==> config.mk <==
export PLATFORM = sky130hd
export DESIGN_NAME = ic3_queue
export DESIGN_NICKNAME = d
export VERILOG_FILES = /design/src/design/ic3_pkg.sv /design/src/design/ic3_queue.sv
export SDC_FILE = /design/constraint.sdc
export NUM_CORES = 1
export LEC_CHECK = 0
export BUFFER_PORTS_ARGS = -buffer_cell sky130_fd_sc_hd__buf_2
export CORE_UTILIZATION = 45
export DETAILED_ROUTE_END_ITERATION = 8
export PLACE_DENSITY = 0.65
export SLEW_MARGIN = 30
export SYNTH_ARGS = -nofsm -noshare
export SYNTH_HDL_FRONTEND = slang
export SYNTH_SLANG_ARGS = --single-unit
==> constraint.sdc <==
create_clock -name aclk -period 4.5 [get_ports aclk]
set_input_delay 0.225 -clock aclk [delete_from_list [all_inputs] [get_ports aclk]]
set_output_delay 0.225 -clock aclk [all_outputs]
set_load 0.1 [all_outputs]
==> src/design/ic3_pkg.sv <==
// Shared types and constants for the 3x3 image convolution block.
// No dependencies; used by every module of the block by scoped names.
package ic3_pkg;

    localparam int KERNEL_SIZE = 3;
    localparam int TAPS        = KERNEL_SIZE * KERNEL_SIZE;
    localparam int COEF_W      = 16;
    localparam int ROW_BITS    = KERNEL_SIZE * COEF_W;
    localparam int VALUE_W     = 28;
    localparam int ROW_W       = 12;
    localparam int OUT_COL_W   = 10;
    localparam int HEIGHT_W    = 13;
    localparam int MAX_HEIGHT  = 4096;
    localparam int WIDTH_CFG_W = 11;
    localparam int CFG_INDEX_W = 3;
    localparam int CFG_DATA_W  = 48;
    localparam int QDEPTH      = 4;
    localparam int QPTR_W      = 2;
    localparam int QCNT_W      = 3;

    localparam int WIDTH_RESET  = 640;
    localparam int HEIGHT_RESET = 480;
    localparam logic [ROW_BITS-1:0] KERNEL_TOP_RESET    = 48'h0000_0000_0000;
    localparam logic [ROW_BITS-1:0] KERNEL_MIDDLE_RESET = 48'h0000_0100_0000;
    localparam logic [ROW_BITS-1:0] KERNEL_BOTTOM_RESET = 48'h0000_0000_0000;

    localparam logic OP_PIXEL = 1'b0;
    localparam logic OP_FLUSH = 1'b1;

    typedef enum logic [CFG_INDEX_W-1:0] {
        CFG_KERNEL_TOP    = 3'd0,
        CFG_KERNEL_MIDDLE = 3'd1,
        CFG_KERNEL_BOTTOM = 3'd2,
        CFG_IMAGE_WIDTH   = 3'd3,
        CFG_IMAGE_HEIGHT  = 3'd4
    } cfg_index_t;

    typedef logic [KERNEL_SIZE-1:0][ROW_BITS-1:0] kernel_t;

endpackage

==> src/design/ic3_queue.sv <==
// Short job queue between the front end and the multiply-accumulate back end.
// Depends on ic3_pkg for depth and pointer widths.
module ic3_queue #(
    parameter int DATA_W = 95
) (
    input  logic                        aclk,
    input  logic                        aresetn,
    input  logic                        push_i,
    input  logic [DATA_W-1:0]           data_i,
    input  logic                        pop_i,
    output logic [DATA_W-1:0]           data_o,
    output logic                        empty_o,
    output logic [ic3_pkg::QCNT_W-1:0]  level_o
);

    logic [DATA_W-1:0]            slot_reg [ic3_pkg::QDEPTH];
    logic [ic3_pkg::QPTR_W-1:0]   wr_ptr_reg, rd_ptr_reg;
    logic [ic3_pkg::QCNT_W-1:0]   count_reg, count_next;
    logic                         do_pop;

    always_comb begin
        empty_o    = (count_reg == '0);
        do_pop     = pop_i && !empty_o;
        data_o     = slot_reg[rd_ptr_reg];
        level_o    = count_reg;
        count_next = count_reg;
        if (push_i && !do_pop) begin
            count_next = count_reg + 1'b1;
        end else if (!push_i && do_pop) begin
            count_next = count_reg - 1'b1;
        end
    end

    always_ff @(posedge aclk) begin
        if (!aresetn) begin
            wr_ptr_reg <= '0;
            rd_ptr_reg <= '0;
            count_reg  <= '0;
        end else begin
            count_reg <= count_next;
            if (push_i) begin
                wr_ptr_reg <= wr_ptr_reg + 1'b1;
            end
            if (do_pop) begin
                rd_ptr_reg <= rd_ptr_reg + 1'b1;
            end
        end
    end

    always_ff @(posedge aclk) begin
        if (push_i) begin
            slot_reg[wr_ptr_reg] <= data_i;
        end
    end

endmodule

==> impl_metrics.sql <==
INSERT INTO impl_metrics (metric_group, metric, value, unit) VALUES
('finish', 'multi_input_area', '0.00240', 'mm²'),
('cts', 'clkSlewWorstSetupHoldPaths', '0.06', 'ns'),
('global_route', 'wire_length_of_the_first_global_routing_pass', '41.4', 'mm'),
('route', 'drtIter0Drc', '436', ''),
('timing', 'rsz_0062_raised_after_global_routing', 'no', ''),
('logic_synthesis', 'ys_types', '21', ''),
('status', 'run_status', 'finished, violations left', ''),
('finish', 'post-route-cell-area', '0.0178', 'mm²'),
('worst_setup_path', 'crit_path_start_kind', 'flip-flop', ''),
('global_route', 'globalRouteTotalUtil', '0.167', ''),
('logic_synthesis', 'synth_compound_area_frac', '0.00203', ''),
('global_route', 'grt-ovfl-total', '0', ''),
('worst_setup_path', 'cp.arrival', '2.72', 'ns'),
('logic_synthesis', 'synthFlopType', 'edfxtp_1', ''),
('logic_synthesis', 'synth.area.top_cells', 'edfxtp_1 (80%), mux4_2 (15%), dfxtp_1 (1.3%), buf_12 (0.85%), ha_1 (0.44%)', ''),
('status', 'violations', 'DRC', ''),
('timing', 'tns', '0', 'ns'),
('logic_synthesis', 'number_of_synthesized_flops_with_an_enable_pin', '380', ''),
('logic_synthesis', 'main_combinational_cell_family_by_area_after_synthesis', 'multiplexers', ''),
('power', 'total_leakage_power', '6.04', 'nW'),
('die', 'num_rows', '64', ''),
('job', 'max-cap-violations', '0', ''),
('worst_setup_path', 'critical_path.max_fanout', '43', ''),
('die', 'floorplan.initialDensity', '0.461', ''),
('timing', 'worst-slew-pin-transition', '0.881', 'ns'),
('route', 'drt-total-wl', '26.5', 'mm'),
('cts', 'tritoncts', 'yes', ''),
('worst_setup_path', 'worstReg2RegStart', 'level_o[0]', ''),
('route', 'drtPass1Iterations', '7', ''),
('logic_synthesis', 'syn_avg_cell_area', '26.3', 'µm²'),
('worst_setup_path', 'worstRegToRegCells', '7', ''),
('logic_synthesis', 'mappedNetlistArea', '0.0142', 'mm²'),
('placed_design', 'finalWeightedCongestion', '0.729', ''),
('die', 'io_pins', '198', ''),
('route', 'route.vias.total', '6616', ''),
('power', 'power.ir.vdd_worst', '514', 'µV'),
('die', 'fp.dieW', '180', 'µm'),
('die', 'die_area', '0.0323', 'mm²'),
('timing', 'final_max_slew_viol_count', '0', ''),
('route', 'drt_drc_violations_left', '16', ''),
('logic_synthesis', 'synth-xor-area-share', '0.00308', ''),
('logic_synthesis', 'synth_seq_area_share', '0.816', ''),
('logic_synthesis', 'synth.top_cells.by_count', 'edfxtp_1 (380), mux4_2 (95), buf_2 (11)', ''),
('cts', 'max-clock-path-buffers', '3', ''),
('timing', 'hold-worst-slack', '0.0224', 'ns'),
('min_path', 'hold_class', 'in2reg', ''),
('timing', 'final.period_utilization', '0.654', ''),
('logic_synthesis', 'synth_cells', '539', ''),
('route', 'remaining_antenna_violation_count_after_routing', '0', ''),
('worst_setup_path', 'timing.reg2reg.setup_slack', '2.26', 'ns'),
('global_route', 'number_of_global_route_vias_before_repair', '7354', ''),
('logic_synthesis', 'synth_mux_area_frac', '0.152', ''),
('cts', 'clock_sink_count', '389', ''),
('logic_synthesis', 'post_synth_fa_ha_maj_area_fraction', '0.00582', ''),
('die', 'die_h', '180', 'µm'),
('logic_synthesis', 'synth.largest_area_cell', 'edfxtp_1', ''),
('global_route', 'grt_antenna_before_repair', '1', ''),
('worst_setup_path', 'crit_path_end_kind', 'primary output', ''),
('placed_design', 'detailed_place_hpwl', '15.6', 'mm'),
('finish', 'regArea', '0.0116', 'mm²'),
('logic_synthesis', 'synth_top_area_share', '0.804', ''),
('finish', 'drive_gt1_frac', '0.406', ''),
('placed_design', 'post_dp_cell_area', '0.0156', 'mm²'),
('timing', 'hold_viol_final', '0', ''),
('route', 'route.detailed.wl_per_inst', '20.6', 'µm'),
('power', 'power.density_cell_area', '664', 'mW/mm²'),
('cts', 'clock_insertion_delay_worst_skew', '0.52', 'ns'),
('worst_setup_path', 'crit_required', '4.28', 'ns'),
('logic_synthesis', 'synthesis.nets', '644', ''),
('finish', 'num_antenna_cells', '0', ''),
('timing', 'clock-skew-final', '0.0147', 'ns');
[critical path: stages, from the launching register on]
cell     delay, ns
dfxtp_4       0.81
buf_12        0.39
mux4_2        0.60
buf_2         0.32
[what timing repair did]
item	CTS	global route
buffers inserted	0	0
setup endpoints to repair	0	0
resized for setup	0	0
endpoints found under the hold margin	380	0
hold buffers	95	0
[layout by cell type (no fill, tap or decap), types with 2 or more instances in the layout]
| cell | n |
|---|---|
| clkinvlp_4 | 2 |
| clkinv_1 | 6 |
| dlygate4sd3_1 | 95 |
| and2_1 | 5 |
| dfxtp_1 | 7 |
| buf_2 | 197 |
| dfxtp_4 | 2 |
| inv_1 | 3 |
| nor2b_1 | 2 |
| buf_12 | 2 |
| mux2i_1 | 2 |
| clkbuf_1 | 13 |
| buf_4 | 9 |
| and2_4 | 4 |
| ha_1 | 5 |
| xor2_1 | 2 |
| bufinv_16 | 2 |
| xnor2_1 | 3 |
| clkbuf_16 | 43 |
| inv_6 | 2 |
| clkinv_2 | 4 |
| mux4_2 | 95 |
| edfxtp_1 | 380 |
[power breakdown]
part	internal, mW	leakage [nW]	switching [mW]
registers	4.18	3.57	0.169
clock network	1.86	0.608	1.27
logic	0.979	1.87	3.36
[worst min path at each step]
stage	from	to	slack, ns	cells past startpoint
after CTS	aresetn	rd_ptr_reg[0]	0.02	2
after global placement	data_i[30]	slot_reg[3][30]	0.43	1
final	aresetn	rd_ptr_reg[0]	0.02	2
after global routing	aresetn	rd_ptr_reg[0]	0.03	2
after detailed placement	data_i[25]	slot_reg[0][25]	0.44	1
after floorplan	data_i[0]	slot_reg[0][0]	0.32	0
[layer usage]
| layer | part of all wire | track usage |
|---|---|---|
| met3 | 0.065 | 0.0409 |
| met5 | 0.00049 | 0 |
| met2 | 0.49 | 0.279 |
| met4 | 0.017 | 0.0462 |
| met1 | 0.42 | 0.221 |
[final cells by class]
cell class | count | share of cell area
repair buffers | 303 | 0.115
clock buffers | 56 | 0.0631
clock inverters | 16 | 0.00759
multi-input cells | 125 | 0.135
well taps | 396 | 0.0278
inverters | 3 | 0.000632
flip-flops and latches | 389 | 0.651
[through the flow]
step / setup slack, ns / cells / util
finish: 1.56 / 1288 / 0.578
global route: 1.32 / 1288 / 0.578
CTS: 1.43 / 1288 / 0.578
detailed placement: 1.99 / 1121 / 0.506
global placement: 2.01 / 1121 / 0.506
floorplan: 1.30 / 539 / -
[cell families (layout without fill, tap and decap cells)]
kind of cell | count (synthesis) | after routing
flip-flops | 389 | 389
multiplexers | 97 | 97
buffers and inverters | 25 | 378
AND/OR/NAND/NOR | 13 | 13
adder cells (fa/ha/maj) | 6 | 6
XOR/XNOR | 5 | 5
AO/OA/AOI/OAI | 4 | 4
Power figures use the tool's default switching activity.
