===== config.mk =====
export PLATFORM = sky130hd
export DESIGN_NAME = ic3_back
export DESIGN_NICKNAME = d
export VERILOG_FILES = /design/src/design/ic3_pkg.sv /design/src/design/ic3_back.sv
export SDC_FILE = /design/constraint.sdc
export NUM_CORES = 2
export LEC_CHECK = 0
export BUFFER_PORTS_ARGS = -buffer_cell sky130_fd_sc_hd__buf_4
export CORE_ASPECT_RATIO = 0.5
export CORE_MARGIN = 8
export CORE_UTILIZATION = 65
export DETAILED_ROUTE_END_ITERATION = 8
export PLACE_DENSITY_LB_ADDON = 0.15
export SLEW_MARGIN = 20
export SYNTH_ARGS = -nofsm -noshare
export SYNTH_HDL_FRONTEND = slang
export SYNTH_SLANG_ARGS = --single-unit

===== constraint.sdc =====
create_clock -name aclk -period 12.8 [get_ports aclk]
set_input_delay 2.56 -clock aclk [delete_from_list [all_inputs] [get_ports aclk]]
set_output_delay 2.56 -clock aclk [all_outputs]
set_load 0.01 [all_outputs]

===== src/design/ic3_pkg.sv =====
// Shared types and constants for the 3x3 image convolution block.
// No dependencies; used by every module of the block by scoped names.
package ic3_pkg;

    localparam int KERNEL_SIZE = 3;
    localparam int TAPS        = KERNEL_SIZE * KERNEL_SIZE;
    localparam int COEF_W      = 16;
    localparam int ROW_BITS    = KERNEL_SIZE * COEF_W;
    localparam int VALUE_W     = 28;
    localparam int ROW_W       = 12;
    localparam int OUT_COL_W   = 10;
    localparam int HEIGHT_W    = 13;
    localparam int MAX_HEIGHT  = 4096;
    localparam int WIDTH_CFG_W = 11;
    localparam int CFG_INDEX_W = 3;
    localparam int CFG_DATA_W  = 48;
    localparam int QDEPTH      = 4;
    localparam int QPTR_W      = 2;
    localparam int QCNT_W      = 3;

    localparam int WIDTH_RESET  = 640;
    localparam int HEIGHT_RESET = 480;
    localparam logic [ROW_BITS-1:0] KERNEL_TOP_RESET    = 48'h0000_0000_0000;
    localparam logic [ROW_BITS-1:0] KERNEL_MIDDLE_RESET = 48'h0000_0100_0000;
    localparam logic [ROW_BITS-1:0] KERNEL_BOTTOM_RESET = 48'h0000_0000_0000;

    localparam logic OP_PIXEL = 1'b0;
    localparam logic OP_FLUSH = 1'b1;

    typedef enum logic [CFG_INDEX_W-1:0] {
        CFG_KERNEL_TOP    = 3'd0,
        CFG_KERNEL_MIDDLE = 3'd1,
        CFG_KERNEL_BOTTOM = 3'd2,
        CFG_IMAGE_WIDTH   = 3'd3,
        CFG_IMAGE_HEIGHT  = 3'd4
    } cfg_index_t;

    typedef logic [KERNEL_SIZE-1:0][ROW_BITS-1:0] kernel_t;

endpackage


===== src/design/ic3_back.sv =====
// Back end: nine multiplies, row sums, final sum into the output register.
// Depends on ic3_pkg; takes jobs from ic3_queue.
module ic3_back #(
    parameter int PIXEL_BITS = 8,
    localparam int PIX_ALL_W = ic3_pkg::TAPS * PIXEL_BITS,
    localparam int JOB_W = 1 + ic3_pkg::ROW_W + ic3_pkg::OUT_COL_W + PIX_ALL_W
) (
    input  logic                                  aclk,
    input  logic                                  aresetn,
    input  ic3_pkg::kernel_t                      kernel_i,
    input  logic                                  q_empty_i,
    input  logic [JOB_W-1:0]                      job_i,
    output logic                                  pop_o,
    output logic                                  m_valid,
    input  logic                                  m_ready,
    output logic signed [ic3_pkg::VALUE_W-1:0]    m_filtered_value,
    output logic [ic3_pkg::ROW_W-1:0]             m_out_row,
    output logic [ic3_pkg::OUT_COL_W-1:0]         m_out_col,
    output logic                                  m_frame_end
);

    localparam int K      = ic3_pkg::KERNEL_SIZE;
    localparam int PROD_W = PIXEL_BITS + 1 + ic3_pkg::COEF_W;
    localparam int RSUM_W = PROD_W + 2;
    localparam int SUM_W  = PROD_W + 4;

    logic adv;
    logic b1_valid_reg, b2_valid_reg, m_valid_reg;

    logic signed [PROD_W-1:0]          prod_reg [ic3_pkg::TAPS];
    logic [ic3_pkg::ROW_W-1:0]         b1_row_reg, b2_row_reg, m_row_reg;
    logic [ic3_pkg::OUT_COL_W-1:0]     b1_col_reg, b2_col_reg, m_col_reg;
    logic                              b1_last_reg, b2_last_reg, m_last_reg;
    logic signed [RSUM_W-1:0]          rsum_reg [K];
    logic signed [SUM_W-1:0]           sum;
    logic signed [ic3_pkg::VALUE_W-1:0] m_value_reg;

    always_comb begin
        adv   = !m_valid_reg || m_ready;
        pop_o = adv && !q_empty_i;
        sum   = SUM_W'(rsum_reg[0]) + SUM_W'(rsum_reg[1]) + SUM_W'(rsum_reg[2]);
    end

    always_ff @(posedge aclk) begin
        if (!aresetn) begin
            b1_valid_reg <= 1'b0;
            b2_valid_reg <= 1'b0;
            m_valid_reg  <= 1'b0;
        end else if (adv) begin
            b1_valid_reg <= pop_o;
            b2_valid_reg <= b1_valid_reg;
            m_valid_reg  <= b2_valid_reg;
        end
    end

    always_ff @(posedge aclk) begin
        if (adv) begin
            for (int r = 0; r < K; r++) begin
                for (int k = 0; k < K; k++) begin
                    prod_reg[r*K+k] <=
                        $signed({1'b0, job_i[(r*K+k)*PIXEL_BITS +: PIXEL_BITS]}) *
                        $signed(kernel_i[r][k*ic3_pkg::COEF_W +: ic3_pkg::COEF_W]);
                end
            end
            b1_last_reg <= job_i[JOB_W-1];
            b1_row_reg  <= job_i[JOB_W-2 -: ic3_pkg::ROW_W];
            b1_col_reg  <= job_i[PIX_ALL_W +: ic3_pkg::OUT_COL_W];

            for (int r = 0; r < K; r++) begin
                rsum_reg[r] <= RSUM_W'(prod_reg[r*K]) + RSUM_W'(prod_reg[r*K+1]) +
                               RSUM_W'(prod_reg[r*K+2]);
            end
            b2_last_reg <= b1_last_reg;
            b2_row_reg  <= b1_row_reg;
            b2_col_reg  <= b1_col_reg;

            m_value_reg <= sum[ic3_pkg::VALUE_W-1:0];
            m_last_reg  <= b2_last_reg;
            m_row_reg   <= b2_row_reg;
            m_col_reg   <= b2_col_reg;
        end
    end

    assign m_valid          = m_valid_reg;
    assign m_filtered_value = m_value_reg;
    assign m_out_row        = m_row_reg;
    assign m_out_col        = m_col_reg;
    assign m_frame_end      = m_last_reg;

endmodule


==> key figures <==
Timing
  – Final hold viol count: 0
  – Final setup viols: 0
  – Final Max Tran Viols: 0
  – WHS: 0.4184 ns
  – Final setup TNS: 0 ns
  – Fmax: 141.8 MHz
  – Worst Tran Pin Value: 0.9228 ns
  – Skew final: 0.02242 ns
  – RSZ-0062 raised after global routing: false
  – Post-layout min period: 7.054 ns
  – Final Cycle Share: 55.11%
  – Worst slew margin: 38.48%

Outcome
  – Status: finished, final reports clean

Finish
  – Final net count: 8118
  – Area growth syn-to-layout: 7.882%
  – Share of layout cells above drive strength 1: 6.209%
  – Non-Filler Instances: 7590
  – Final Cell Area: 0.06506 sq mm
  – Largest register FFs: 225

GRT
  – Vias in the first global route: 44780
  – Largest net degree at the start of global routing: 141
  – First-pass GRT wire length: 226400 um
  – Gr ovfl total: 0
  – Total track usage: 26.89%
  – Antenna violations before repair: 5

Die
  – Std cell rows: 79
  – Die area: 0.1034 sq mm
  – Top Ports: 296
  – Die height: 231.4 um
  – Die Width: 446.8 um
  – CORE AREA: 0.09242 sq mm
  – Starting density of the core: 65.25%

Setup path
  – CP endpoint: prod_reg[1][96]$_DFFE_PN_
  – Crit path max-delay family: adder cells
  – Max FO, Critical Path: 16
  – CP Depth: 18
  – Worst path buffer plus inverter count: 4
  – Worst R2R End: rsum_reg[0][79]$_DFFE_PN_
  – Crit-path slowest cell: fa_1
  – WP data arrival: 7.39 ns
  – Crit Reg-Reg Startpoint: prod_reg[1][51]$_DFFE_PN_
  – Crit. Startpoint: job_i[56]
  – CP cell instances: buf_4, nand2_1, fa_1, inv_1, fa_1, fa_1, inv_1, fa_1, inv_1, ha_1, nand3_1, o211ai_1, o22ai_1, o21ai_1, nand2_1, a311oi_1, nor4_1, a311o_1
  – CP required: 13.14 ns
  – Critical Path Source Type: input port
  – Critical path's largest stage delay: 0.55 ns
  – Critical Path Most Common Cell: fa_1
  – Kind of critical path: input port to register
  – Reg2Reg Depth: 12
  – CP Capture Type: register
  – Flop2flop setup slack: 8.99 ns

Yosys
  – Ys async rst share: 0%
  – Top cell type's share of synthesized area: 33.99%
  – Distinct cells, synth: 82
  – Area contributors post-synth: fa_1 34%, edfxtp_1 20%, ha_1 11%, inv_1 8.8%, and2_1 6.7%
  – Net count after synthesis: 7870
  – Area of the mapped netlist: 0.06030 sq mm
  – Post-synth EDFFs: 403
  – Ys flop type: edfxtp_1
  – Mapped Avg Cell Area: 9.964 sq um
  – Flops & latches, synth: 406
  – Cell taking the most area after synthesis: fa_1
  – Mapped Cells: 6052
  – Yosys warns: 0
  – Sequential share of the synthesized area: 20.17%

Place
  – PortBufs: 295
  – Placed instance count: 7514
  – Gp weighted congestion: 0.9300
  – Cell Area, Placed: 0.06379 sq mm
  – Detail Placement HPWL: 112100 um

CTS
  – CTS buffer count: 39
  – CTS Buffer Depth: 3
  – Hold-fix buffers at CTS: 0
  – H-tree depth: 2
  – Post-CTS setup buffers: 0
  – Clock root buffer: clkbuf_16
  – CTS tree: built
  – Clock-pin slew on the worst setup and hold paths: 0.07 ns
  – CTS resizes: 0
  – Clock sink count: 406
  – Skew-Pair Late Insertion Delay: 0.60 ns

Detailed routing
  – Drt first pass iters: 6
  – Drt initial violations: 2762
  – Drt wl/cell: 17.82 um
  – Vias: 41690
  – Drt via density: 5.493
  – Met1 wire length: 55480 um
  – Top layer in use: met4
  – Antenna Nets Post-Route: 0
  – Met3 wire length: 6558 um
  – DRC violations left: 0
  – Metal2 WL: 68980 um
  – WL final: 135200 um

Worst hold path
  – Hold Path Class: register to register

Job
  – Max-cap violations: 0
==> final cells by class <==
type / instances / area (sq um)
inverters: 1410 / 5300
clock buffers: 48 / 1020
diodes: 5 / 12.51
fillers: 6957 / 27360
repair buffers: 298 / 2250
flip-flops and latches: 406 / 12160
well taps: 1255 / 1570
clock inverters: 23 / 235.2
multi-input cells: 4145 / 42510
==> layout by cell type, fill, tap and decap left out, types with 6 or more instances in the layout <==
cell type  netlist  routed
o31a_1           8       8
buf_4            0     297
a311oi_1         7       7
o21ai_1         22      22
xor2_1          69      69
o31ai_1         15      15
o21a_1          34      34
and3_1          25      25
nor2b_1         27      27
a2111oi_0        6       6
inv_1         1410    1409
nand4_1         16      16
nand3_1         55      55
nor3_1          49      49
o21bai_1        30      30
o211ai_1        23      23
clkbuf_1        90       8
nor2_1         163     163
nand2_1        591     591
a41oi_1          6       6
xnor2_1        214     214
a31oi_1         23      23
nand2b_1        21      21
fa_1          1024    1024
a21oi_1        201     201
or3_1           17      17
and2_1         648     648
a31o_2          12      12
or2_2            6       6
ha_1           551     551
edfxtp_1       403     403
o2111ai_1        8       8
a21o_1          88      88
clkbuf_16        0      39
o21ai_0         75      75
a211oi_1        22      22
==> synth_stat cells, types with 5 or more instances <==
master,n
inv_1,1410
fa_1,1024
and2_1,648
nand2_1,591
ha_1,551
edfxtp_1,403
xnor2_1,214
a21oi_1,201
nor2_1,163
clkbuf_1,90
a21o_1,88
o21ai_0,75
xor2_1,69
nand3_1,55
nor3_1,49
o21a_1,34
o21bai_1,30
nor2b_1,27
and3_1,25
a31oi_1,23
o211ai_1,23
a211oi_1,22
o21ai_1,22
nand2b_1,21
or3_1,17
nand4_1,16
o31ai_1,15
a31o_2,12
o2111ai_1,8
o31a_1,8
a311oi_1,7
a2111oi_0,6
a41oi_1,6
or2_2,6
a211o_1,5
a21boi_0,5
a221oi_1,5
mux2i_1,5
nor4_1,5
==> layer usage <==
layer / global-route usage [%] / vias to the layer above
met3: 2.727 / 223
met4: 7.864 / 0
met5: 0 / -
li1: - / 19340
met1: 35.44 / 21110
met2: 47.59 / 1022
==> worst register-to-register path, cell delays in order, from the launching register on <==
cell and delay [ns]:
edfxtp_1 0.46, fa_1 0.54, ha_1 0.19, inv_1 0.08, fa_1 0.46, nor2b_1 0.13, o21ai_1 0.10, a21boi_2 0.21
o2111ai_1 0.18, a21oi_1 0.31, and4b_1 0.28, or4_1 0.52, o311ai_1 0.12
==> through the flow <==
step                setup WS [ns]  util [%]
floorplan                   1.631         -
global placement            5.225     69.02
detailed placement          5.183     69.02
CTS                         5.807     70.38
global route                5.507     70.39
finish                      5.746     70.39
==> worst min-delay path by stage <==
stage,start,end,depth (start not counted)
finish,b1_col_reg[0]$_DFFE_PN_,b2_col_reg[0]$_DFFE_PN_,0
CTS,b2_col_reg[2]$_DFFE_PN_,m_out_col[2]$_DFFE_PN_,0
floorplan,b1_col_reg[0]$_DFFE_PN_,b2_col_reg[0]$_DFFE_PN_,0
global route,b1_row_reg[0]$_DFFE_PN_,b2_row_reg[0]$_DFFE_PN_,0
detailed placement,b1_row_reg[1]$_DFFE_PN_,b2_row_reg[1]$_DFFE_PN_,0
global placement,b2_col_reg[2]$_DFFE_PN_,m_out_col[2]$_DFFE_PN_,0
==> logic make-up (layout without fill, tap and decap cells) <==
family | count (synthesis) | after routing | share of synthesized area (%)
buffers and inverters | 1501 | 1779 | 9.343
XOR/XNOR | 283 | 283 | 4.110
adder cells (fa/ha/maj) | 1575 | 1575 | 45.43
multiplexers | 6 | 6 | 0.1017
AND/OR/NAND/NOR | 1640 | 1640 | 13.72
AO/OA/AOI/OAI | 641 | 641 | 7.127
flip-flops | 406 | 406 | 20.17
other | 0 | 5 | 0
Power is left out: the tool's default activity adds up to more than one toggle a clock period on the data nets, which glitch-free logic cannot reach.
