==> config.mk <==
export PLATFORM = sky130hd
export DESIGN_NAME = ic3_cfg
export DESIGN_NICKNAME = d
export VERILOG_FILES = /design/src/design/ic3_pkg.sv /design/src/design/ic3_cfg.sv
export SDC_FILE = /design/constraint.sdc
export NUM_CORES = 1
export LEC_CHECK = 0
export BUFFER_PORTS_ARGS = -buffer_cell sky130_fd_sc_hd__buf_2
export CORE_ASPECT_RATIO = 0.9
export CORE_MARGIN = 4
export CORE_UTILIZATION = 40
export CTS_BUF_LIST = sky130_fd_sc_hd__clkbuf_4
export DETAILED_ROUTE_END_ITERATION = 6
export PLACE_DENSITY = 0.67
export SYNTH_ARGS = -nofsm -noshare
export SYNTH_HDL_FRONTEND = slang
export SYNTH_SLANG_ARGS = --single-unit
export TNS_END_PERCENT = 10
==> constraint.sdc <==
create_clock -name aclk -period 2.3 [get_ports aclk]
set_input_delay 0.46 -clock aclk [delete_from_list [all_inputs] [get_ports aclk]]
set_output_delay 0.46 -clock aclk [all_outputs]
set_load 0.05 [all_outputs]
==> src/design/ic3_pkg.sv <==
// Shared types and constants for the 3x3 image convolution block.
// No dependencies; used by every module of the block by scoped names.
package ic3_pkg;

    localparam int KERNEL_SIZE = 3;
    localparam int TAPS        = KERNEL_SIZE * KERNEL_SIZE;
    localparam int COEF_W      = 16;
    localparam int ROW_BITS    = KERNEL_SIZE * COEF_W;
    localparam int VALUE_W     = 28;
    localparam int ROW_W       = 12;
    localparam int OUT_COL_W   = 10;
    localparam int HEIGHT_W    = 13;
    localparam int MAX_HEIGHT  = 4096;
    localparam int WIDTH_CFG_W = 11;
    localparam int CFG_INDEX_W = 3;
    localparam int CFG_DATA_W  = 48;
    localparam int QDEPTH      = 4;
    localparam int QPTR_W      = 2;
    localparam int QCNT_W      = 3;

    localparam int WIDTH_RESET  = 640;
    localparam int HEIGHT_RESET = 480;
    localparam logic [ROW_BITS-1:0] KERNEL_TOP_RESET    = 48'h0000_0000_0000;
    localparam logic [ROW_BITS-1:0] KERNEL_MIDDLE_RESET = 48'h0000_0100_0000;
    localparam logic [ROW_BITS-1:0] KERNEL_BOTTOM_RESET = 48'h0000_0000_0000;

    localparam logic OP_PIXEL = 1'b0;
    localparam logic OP_FLUSH = 1'b1;

    typedef enum logic [CFG_INDEX_W-1:0] {
        CFG_KERNEL_TOP    = 3'd0,
        CFG_KERNEL_MIDDLE = 3'd1,
        CFG_KERNEL_BOTTOM = 3'd2,
        CFG_IMAGE_WIDTH   = 3'd3,
        CFG_IMAGE_HEIGHT  = 3'd4
    } cfg_index_t;

    typedef logic [KERNEL_SIZE-1:0][ROW_BITS-1:0] kernel_t;

endpackage

==> src/design/ic3_cfg.sv <==
// Configuration registers: kernel rows, image size with clamping.
// Depends on ic3_pkg.
module ic3_cfg #(
    parameter int MAX_WIDTH = 1024,
    localparam int WID_W = $clog2(MAX_WIDTH + 1)
) (
    input  logic                              aclk,
    input  logic                              aresetn,
    input  logic                              cfg_valid,
    output logic                              cfg_ready,
    input  logic [ic3_pkg::CFG_INDEX_W-1:0]   cfg_index,
    input  logic [ic3_pkg::CFG_DATA_W-1:0]    cfg_data,
    output ic3_pkg::kernel_t                  kernel_o,
    output logic [WID_W-1:0]                  width_o,
    output logic [ic3_pkg::HEIGHT_W-1:0]      height_o,
    output logic                              restart_o
);

    localparam int WIDTH_INIT = (MAX_WIDTH < ic3_pkg::WIDTH_RESET) ? MAX_WIDTH
                                                                   : ic3_pkg::WIDTH_RESET;

    ic3_pkg::kernel_t                 kernel_reg, kernel_next;
    logic [WID_W-1:0]                 width_reg, width_next;
    logic [ic3_pkg::HEIGHT_W-1:0]     height_reg, height_next;
    logic                             wr;
    logic [ic3_pkg::WIDTH_CFG_W-1:0]  w_raw;
    logic [ic3_pkg::HEIGHT_W-1:0]     h_raw;

    assign cfg_ready = 1'b1;
    assign kernel_o  = kernel_reg;
    assign width_o   = width_reg;
    assign height_o  = height_reg;

    always_comb begin
        wr          = cfg_valid && cfg_ready;
        w_raw       = cfg_data[ic3_pkg::WIDTH_CFG_W-1:0];
        h_raw       = cfg_data[ic3_pkg::HEIGHT_W-1:0];
        kernel_next = kernel_reg;
        width_next  = width_reg;
        height_next = height_reg;
        restart_o   = 1'b0;
        if (wr) begin
            case (cfg_index)
                ic3_pkg::CFG_KERNEL_TOP: begin
                    kernel_next[0] = cfg_data;
                end
                ic3_pkg::CFG_KERNEL_MIDDLE: begin
                    kernel_next[1] = cfg_data;
                end
                ic3_pkg::CFG_KERNEL_BOTTOM: begin
                    kernel_next[2] = cfg_data;
                end
                ic3_pkg::CFG_IMAGE_WIDTH: begin
                    restart_o = 1'b1;
                    if (w_raw == '0) begin
                        width_next = WID_W'(1);
                    end else if (32'(w_raw) > MAX_WIDTH) begin
                        width_next = WID_W'(MAX_WIDTH);
                    end else begin
                        width_next = WID_W'(w_raw);
                    end
                end
                ic3_pkg::CFG_IMAGE_HEIGHT: begin
                    restart_o = 1'b1;
                    if (h_raw == '0) begin
                        height_next = ic3_pkg::HEIGHT_W'(1);
                    end else if (32'(h_raw) > ic3_pkg::MAX_HEIGHT) begin
                        height_next = ic3_pkg::HEIGHT_W'(ic3_pkg::MAX_HEIGHT);
                    end else begin
                        height_next = h_raw;
                    end
                end
                default: begin
                end
            endcase
        end
    end

    always_ff @(posedge aclk) begin
        if (!aresetn) begin
            kernel_reg[0] <= ic3_pkg::KERNEL_TOP_RESET;
            kernel_reg[1] <= ic3_pkg::KERNEL_MIDDLE_RESET;
            kernel_reg[2] <= ic3_pkg::KERNEL_BOTTOM_RESET;
            width_reg     <= WID_W'(WIDTH_INIT);
            height_reg    <= ic3_pkg::HEIGHT_W'(ic3_pkg::HEIGHT_RESET);
        end else begin
            kernel_reg    <= kernel_next;
            width_reg     <= width_next;
            height_reg    <= height_next;
        end
    end

endmodule

==> results of run 1 <==
state kept, by name, summed over array words and instances (netlist names):
signal / flops
kernel_o: 144
height_o: 13
width_o: 11
layout make-up:
| type | instances | area share [%] |
|---|---|---|
| sequential | 168 | 45.3 |
| multi-input combinational | 509 | 30.8 |
| timing repair buffer | 236 | 16.9 |
| tap | 193 | 3.25 |
| clock buffer | 20 | 2.02 |
| clock inverter | 11 | 1.45 |
| inverter | 5 | 0.286 |
kinds of logic (layout without fill, tap and decap cells):
| group | count (synthesis) | count (layout) |
|---|---|---|
| buf+inv | 60 | 272 |
| flops | 168 | 168 |
| compound gates | 170 | 170 |
| simple gates | 337 | 337 |
| other cells | 1 | 1 |
| mux | 1 | 1 |
power by group:
part | internal [mW] | leakage, nW | switching, mW | total, mW
logic | 0.140 | 1.76 | 0.455 | 0.595
clock network | 0.659 | 0.145 | 0.959 | 1.62
registers | 2.97 | 1.36 | 0.0309 | 3.00
total | 3.77 | 3.26 | 1.44 | 5.21
how the worst max path moves through the flow:
stage                        endpoint  slack [ns]  depth (start not counted)
after floorplan             restart_o        0.58                          3
after CTS                 height_o[8]        0.57                          1
after global routing      height_o[8]        0.55                          1
after detailed placement  height_o[2]        0.56                          5
final                     height_o[8]        0.64                          1
after global placement    height_o[9]        0.58                          5
cell usage after synthesis, types with 2 or more instances:
cell and instances:
a21oi_1 155, a32o_2 4, and3b_1 2, buf_2 15, buf_4 6, clkbuf_1 33
dfxtp_1 168, inv_1 5, nand2_1 297, nand3_1 2, nand3b_1 2, nor2_1 14
nor3_1 2, nor3b_1 8, o21ai_0 2, o311ai_0 5
stage by stage:
stage               instance area, sq um  util [%]  power (mW)  std cells
global placement                    7170      50.3        3.66       1111
floorplan                           5910         -        3.45        737
global route                        7430      52.1        5.45       1142
finish                              7430      52.1        5.21       1142
CTS                                 7430      52.1        5.28       1142
detailed placement                  7170      50.3        3.66       1111
cells in the final DEF (no fill, tap or decap), drive strengths merged, types with 2 or more instances in the layout:
cell type	n
nor2	14
clkinv	8
nand2	297
a21oi	155
dfxtp	168
nand3b	2
inv	5
a32o	4
nor3b	8
clkbuf	20
o21ai	2
bufinv	2
nand3	2
o311ai	5
and3b	2
nor3	2
buf	236
nor4	2
metal layers:
metal | track usage (%) | share of wire [%] | wire length [um] | vias to the layer above
li1 | - | - | - | 2807
met1 | 26.9 | 44 | 7790 | 2614
met2 | 33.0 | 46 | 8220 | 197
met3 | 7.16 | 8.8 | 1560 | 10
met4 | 5.48 | 0.85 | 151 | 0
met5 | 0 | 0 | 0 | -
==> qor.yml, run 1 <==
power:
  leakage_nw: 3.26
  ir_drop_mv: 0.504
  p_per_area_mw_per_mm2: 702
grt:
  grt_pass1_vias: 5144
  antenna_found_initial: 0
  track_usage_pct: 20.7
  grt_overflow: 0
  grt_max_degree: 61
  grt_pass1_wl_mm: 27.3
floorplan:
  rows: 41
  die_height_um: 123
  die_area_sq_mm: 0.0168
  start_util_pct: 41.5
  ios: 224
  core_sq_mm: 0.0143
  die_w_um: 136
timing:
  finalHoldViolations: 0
  fin_skew_ns: 0
  slew_headroom_pct: 62.0
  fmax_mhz: 603
  finalMaxSlewViolations: 0
  fin_crit_ns: 1.66
  period_share_pct: 72.1
  final-setup-viol-count: 0
  rsz0062_at_grt: "no"
  worst_pin_slew_ns: 0.570
  timing.hold.ws_ns: 0.167
  setup_ws_ns: 0.642
  finalSetupTns_ns: 0
placed_design:
  preCtsSetupSlack_ns: 0.556
  gp_congestion: 0.764
  port_buffers: 222
  hpwl_mm: 12.0
setup_path:
  path_buf_inv: 1
  rrSetupSlack_ns: 1.58
  cpLargestDelayFamily: "flip-flops"
  critPathRequiredTime_ns: 1.84
  cp.arrival_ns: 1.20
  crit_fanout: 2
  cp-startpoint: "height_o[8]"
  crit_path_end_kind: "primary output"
  worst_setup_path_start_kind: "flop"
  slowest_delay_ns: 0.39
  r2r_cells: 1
  crit_type: "flop to primary output"
  regToRegEndpoint: "height_o[0]"
  cp_slowest_cell: "dfxtp_1"
  r2r-start: "height_o[0]"
  cp_cell_sequence: "buf_2"
min_path:
  worstHoldStart: "cfg_data[19]"
  hold_path_end: "kernel_o[115]"
  whs_path_depth: 3
  hold_class: "input pin to flop"
synth:
  syn-cell-area_sq_mm: 0.00591
  synthAdderAreaFrac_pct: 0
  synth_cell_types: 33
  synth_edf_count: 0
  synthSimpleGateAreaFrac_pct: 23.0
  ys_seq_area_share_pct: 56.9
  avgSynthCellArea_sq_um: 8.02
  ys_seq_elements: 168
  synth_flop_cell: "dfxtp_1"
  yosysTopAreaCellShare_pct: 56.9
  synth_xor_area_share_pct: 0
  async_reset_ff_share_pct: 0
  synth_top_family_by_area: "simple AND/OR/NAND/NOR gates"
  synth-compound-area-share_pct: 15.4
  yosys-top-cells-area: "dfxtp_1 57%, nand2_1 19%, a21oi_1 13%"
  netlist_instances: 737
  synth_area_leader_cell: "dfxtp_1"
  synth_fp_nets: 791
  synthMuxAreaShare_pct: 0.169
  ys_warn_count: 0
finish:
  areaGrowthSynthToFinish_pct: 25.6
  n_antenna_cell: 0
  seq_area_sq_mm: 0.00336
  drive_gt1_share_pct: 29.1
  multi_input_area_sq_mm: 0.00229
  n_fill_cell: 1424
  finalNetCount: 991
cts:
  clk_latency_ns: 0.52
  clkTransAtPathRegs_ns: 0.14
  hold_buffers: 0
  cts-root-buf: "clkbuf_4"
  post_cts_buffers: 0
  clock_sinks: 168
  cts_buffers: 17
  cts_resized: 0
  htree_levels: 4
  cts_tree: "built"
  clock_path_buffers: 2
routing:
  dr.pass1.iters: 4
  drtIter0Drc: 262
  drt-total-wl_mm: 17.7
  routedWlPerCell_um: 15.5
  vias_per_cell: 4.93
  drc: 0
  vias: 5628
  ant_nets: 0
job:
  drv_cap: 0
run_status:
  status: "completed"
(Power assumes the default switching activity.)
==> run 2: changes to the inputs <==
==> constraint.sdc (replaced) <==
create_clock -name aclk -period 1.55 [get_ports aclk]
set_input_delay 0.31 -clock aclk [delete_from_list [all_inputs] [get_ports aclk]]
set_output_delay 0.31 -clock aclk [all_outputs]
set_load 0.05 [all_outputs]
==> run 2 against run 1 <==
  * Cell area rose by 14%
  * Via count rose by 3.3%
  * Die area did not move
  * Wire length rose by 5.0%
  * Critical endpoint is now kernel_o[35]
  * Sequential power rose by 49%
  * Sequential share of layout area fell by 5.5 points
==> qor.yml, run 2 (same netlist as run 1, synthesis figures left out) <==
run_status:
  status: "completed"
setup_path:
  crit_fanout: 2
  regToRegEndpoint: "height_o[0]"
  worst_setup_path_start_kind: "flop"
  cpLargestDelayFamily: "flip-flops"
  r2r-start: "height_o[0]"
  rrSetupSlack_ns: 0.83
  critPathRequiredTime_ns: 1.24
  cp-startpoint: "kernel_o[35]"
  r2r_cells: 1
  crit_type: "flop to primary output"
  cp_cell_sequence: "buf_2"
  crit_path_end_kind: "primary output"
  path_buf_inv: 1
  cp_slowest_cell: "dfxtp_1"
  slowest_delay_ns: 0.36
  cp.arrival_ns: 1.16
routing:
  dr.pass1.iters: 4
  ant_nets: 0
  wl_met2_mm: 8.95
  drc: 0
  wl_met3_mm: 1.70
  drt-total-wl_mm: 18.6
  vias: 5811
  drtIter0Drc: 372
  vias_per_cell: 4.85
  met1_length_mm: 7.82
  routedWlPerCell_um: 15.5
  top_layer_used: "met4"
timing:
  finalMaxSlewViolations: 0
  fmax_mhz: 681
  fin_crit_ns: 1.47
  finalHoldViolations: 0
  setup_ws_ns: 0.0805
  fin_skew_ns: 0
  rsz0062_at_grt: "yes"
  final-setup-viol-count: 0
  period_share_pct: 94.8
cts:
  clock_path_buffers: 2
  cts_tree: "built"
  post_cts_buffers: 0
  cts-root-buf: "clkbuf_4"
  clock_sinks: 168
  htree_levels: 4
  clkTransAtPathRegs_ns: 0.14
  clk_latency_ns: 0.53
  cts_buffers: 17
power:
  leakage_nw: 3.47
  ir_drop_mv: 0.645
  p_per_area_mw_per_mm2: 928
  power_mw: 7.84
finish:
  drive_gt1_share_pct: 29.5
  finalNetCount: 1045
  largest_register_ffs: 144
  areaGrowthSynthToFinish_pct: 42.8
  multi_input_area_sq_mm: 0.00229
  n_fill_cell: 1324
  final_cell_mix: "296 x nand2_1, 168 x dfxtp_1, 155 x a21oi_1"
  seq_area_sq_mm: 0.00336
  fin_area_sq_mm: 0.00845
  layout_commonest_cell: "nand2_1"
  n_antenna_cell: 0
floorplan:
  ios: 224
  core_sq_mm: 0.0143
  die_w_um: 136
  die_area_sq_mm: 0.0168
  rows: 41
  die_height_um: 123
  start_util_pct: 41.5
grt:
  grt_overflow: 0
  grt_pass1_wl_mm: 29.0
  track_usage_pct: 22.0
  antenna_found_initial: 0
  grt_pass1_vias: 5706
  grt_max_degree: 63
min_path:
  worstHoldStart: "cfg_data[1]"
  hold_path_end: "kernel_o[49]"
  whs_path_depth: 3
  hold_class: "input pin to flop"
placed_design:
  placed_area_sq_mm: 0.00742
  hpwl_mm: 12.5
  gp_congestion: 0.804
  preCtsSetupSlack_ns: -0.0114
  port_buffers: 222
job:
  drv_cap: 0
## run 2: changes by cell type in the layout (fill, tap and decap cells not counted), sizes merged
cell,delta
bufinv,-1
dlygate4sd3,+36
clkinv,-1
clkbuf,+132
buf,-111
## run 2: final cells by class
class | count | area share, %
inverter | 5 | 0.252
tap | 193 | 2.86
multi-input combinational | 509 | 27.1
clock buffer | 23 | 2.04
timing repair buffer | 290 | 27.0
sequential | 168 | 39.8
clock inverter | 9 | 0.918
## run 2: routing by layer
layer	up-vias	track usage [%]
met5	-	0
met4	0	5.35
met3	9	8.83
met2	208	36.8
met1	2683	26.6
li1	2911	-
## run 2: where the power goes
part | internal [mW] | total, mW | switching (mW)
logic | 0.353 | 1.05 | 0.701
registers | 4.41 | 4.46 | 0.0490
clock network | 0.891 | 2.33 | 1.44
total | 5.65 | 7.84 | 2.19
## run 2: worst max-delay path by stage
stage	to	cells after the start
floorplan	restart_o	3
global placement	height_o[2]	5
detailed placement	height_o[9]	5
CTS	height_o[9]	1
global route	width_o[8]	1
finish	kernel_o[35]	1
## run 2: per-stage QoR
| stage | utilization (%) | cells | hold WS (ns) | setup TNS [ns] |
|---|---|---|---|---|
| 2_1_floorplan | - | 737 | 0.434 | 0 |
| 3_3_place_gp | 52.0 | 1129 | 0.438 | 0 |
| 3_5_place_dp | 52.0 | 1129 | 0.444 | -0.0424 |
| 4_1_cts | 56.3 | 1196 | 0.00432 | 0 |
| 5_1_grt | 59.2 | 1197 | 0.0136 | -0.0416 |
| 6_report | 59.2 | 1197 | 0.0723 | 0 |
## run 2: repair_timing
action | CTS | global route
setup endpoints to repair | 4 | 160
resized for setup | 4 | 189
hold buffers | 35 | 1
endpoints found under the hold margin | 99 | 2
pin swaps | 0 | 0
==> run 3: changes to the inputs <==
==> constraint.sdc (replaced) <==
create_clock -name aclk -period 1.55 [get_ports aclk]
set_input_delay 0.2325 -clock aclk [delete_from_list [all_inputs] [get_ports aclk]]
set_output_delay 0.2325 -clock aclk [all_outputs]
set_load 0.05 [all_outputs]
==> run 3 against run 2 <==
  * Power rose by 3.8%
  * Worst hold slack better by 0.0052 ns
  * Sequential cell count is the same
==> qor.yml, run 3 (same netlist as run 1, synthesis figures left out) <==
routing:
  vias_per_cell: 4.86
  routedWlPerCell_um: 15.3
  drt-total-wl_mm: 18.3
  dr.pass1.iters: 4
  drc: 0
  drtIter0Drc: 394
  ant_nets: 0
  vias: 5796
cts:
  clk_latency_ns: 0.53
  clkTransAtPathRegs_ns: 0.13
  cts_tree: "built"
  cts-root-buf: "clkbuf_4"
  cts_buffers: 17
  clock_sinks: 168
  htree_levels: 4
  clock_path_buffers: 2
  post_cts_buffers: 0
timing:
  period_share_pct: 93.7
  fin_crit_ns: 1.45
  setup_ws_ns: 0.0976
  fmax_mhz: 689
  rsz0062_at_grt: "no"
  finalMaxSlewViolations: 0
  finalHoldViolations: 0
  final-setup-viol-count: 0
  finalSetupTns_ns: 0
  timing.hold.ws_ns: 0.0774
  fin_skew_ns: 0
floorplan:
  die_height_um: 123
  rows: 41
  start_util_pct: 41.5
  die_w_um: 136
  ios: 224
  die_area_sq_mm: 0.0168
  core_sq_mm: 0.0143
job:
  drv_cap: 0
setup_path:
  cp_cell_sequence: "dlygate4sd3_1, buf_2, nor4_2, nand4_1, a211oi_2, a32o_2"
  critPathRequiredTime_ns: 2.04
  crit_type: "input pin to flop"
  worst_setup_path_start_kind: "input pin"
  cpLargestDelayFamily: "buffers and inverters"
  crit_path_end_kind: "flop"
  slowest_delay_ns: 0.54
  cp.arrival_ns: 1.94
  path_buf_inv: 2
  cp_slowest_cell: "dlygate4sd3_1"
  crit_fanout: 6
grt:
  grt_pass1_vias: 5518
  grt_overflow: 0
  grt_pass1_wl_mm: 28.5
  track_usage_pct: 21.6
  antenna_found_initial: 0
  grt_max_degree: 54
finish:
  fin_util_pct: 56.7
  layout_commonest_cell: "nand2_1"
  drive_gt1_share_pct: 28.4
  n_fill_cell: 1358
  largest_register_ffs: 144
  n_antenna_cell: 0
  areaGrowthSynthToFinish_pct: 36.7
  final_cell_mix: "296 x nand2_1, 221 x buf_2, 168 x dfxtp_1"
  finalNetCount: 1044
placed_design:
  hpwl_mm: 12.4
  gp_congestion: 0.813
  port_buffers: 222
  preCtsSetupSlack_ns: 0.0354
power:
  leakage_nw: 3.54
  ir_drop_mv: 0.677
  power_mw: 8.14
  p_per_area_mw_per_mm2: 1010
run_status:
  status: "completed"
min_path:
  hold_class: "input pin to flop"
run 3: cell count changes in the layout (fill, tap and decap cells not counted), moves of 3 or more:
cell           before  now
bufinv_16           1    4
clkbuf_4          152   20
buf_6               4    0
dlygate4sd3_1      36   45
buf_2              61  221
buf_4              48   11
run 3: path summary, 6_finish.rpt:
kind                      start       endpoint  slack [ns]  cells after the start
setup reg to reg    height_o[0]    height_o[0]        0.84                      1
hold reg to reg   kernel_o[106]  kernel_o[106]        0.46                      2
hold / removal      cfg_data[5]     width_o[0]        0.08                      4
setup / recovery    cfg_data[2]    height_o[1]         0.1                      6
run 3: metal layers:
metal | vias to the layer above | part of all wire [%] | track usage [%]
li1 | 2912 | - | -
met1 | 2648 | 42 | 27.0
met2 | 217 | 47 | 35.3
met3 | 19 | 9.7 | 8.01
met4 | 0 | 1.3 | 6.17
met5 | - | 0 | 0
run 3: metrics by stage:
stage / instance area, sq um / cells
CTS: 8080 / 1193
detailed placement: 7330 / 1119
finish: 8090 / 1193
global placement: 7330 / 1119
global route: 8090 / 1193
floorplan: 5910 / 737
run 3: final cells by class:
cell class                      instances  area [sq um]  area share, %
Clock inverter                         10           155           1.92
Tap cell                              193           241           2.99
Sequential cell                       168          3360           41.6
Multi-Input combinational cell        509          2300           28.4
Clock buffer                           19           143           1.76
Timing Repair Buffer                  289          1870           23.1
Inverter                                5          21.3          0.263
run 3: power breakdown:
part / switching [mW] / internal, mW
sequential: 0.0454 / 4.41
clock: 1.40 / 1.28
combinational: 0.698 / 0.307
total: 2.14 / 5.99
run 3: timing repair:
action | CTS | global route
endpoints found under the hold margin | 140 | 0
setup endpoints to repair | 0 | 5
gates resized for setup | 0 | 2
hold buffers | 45 | 0
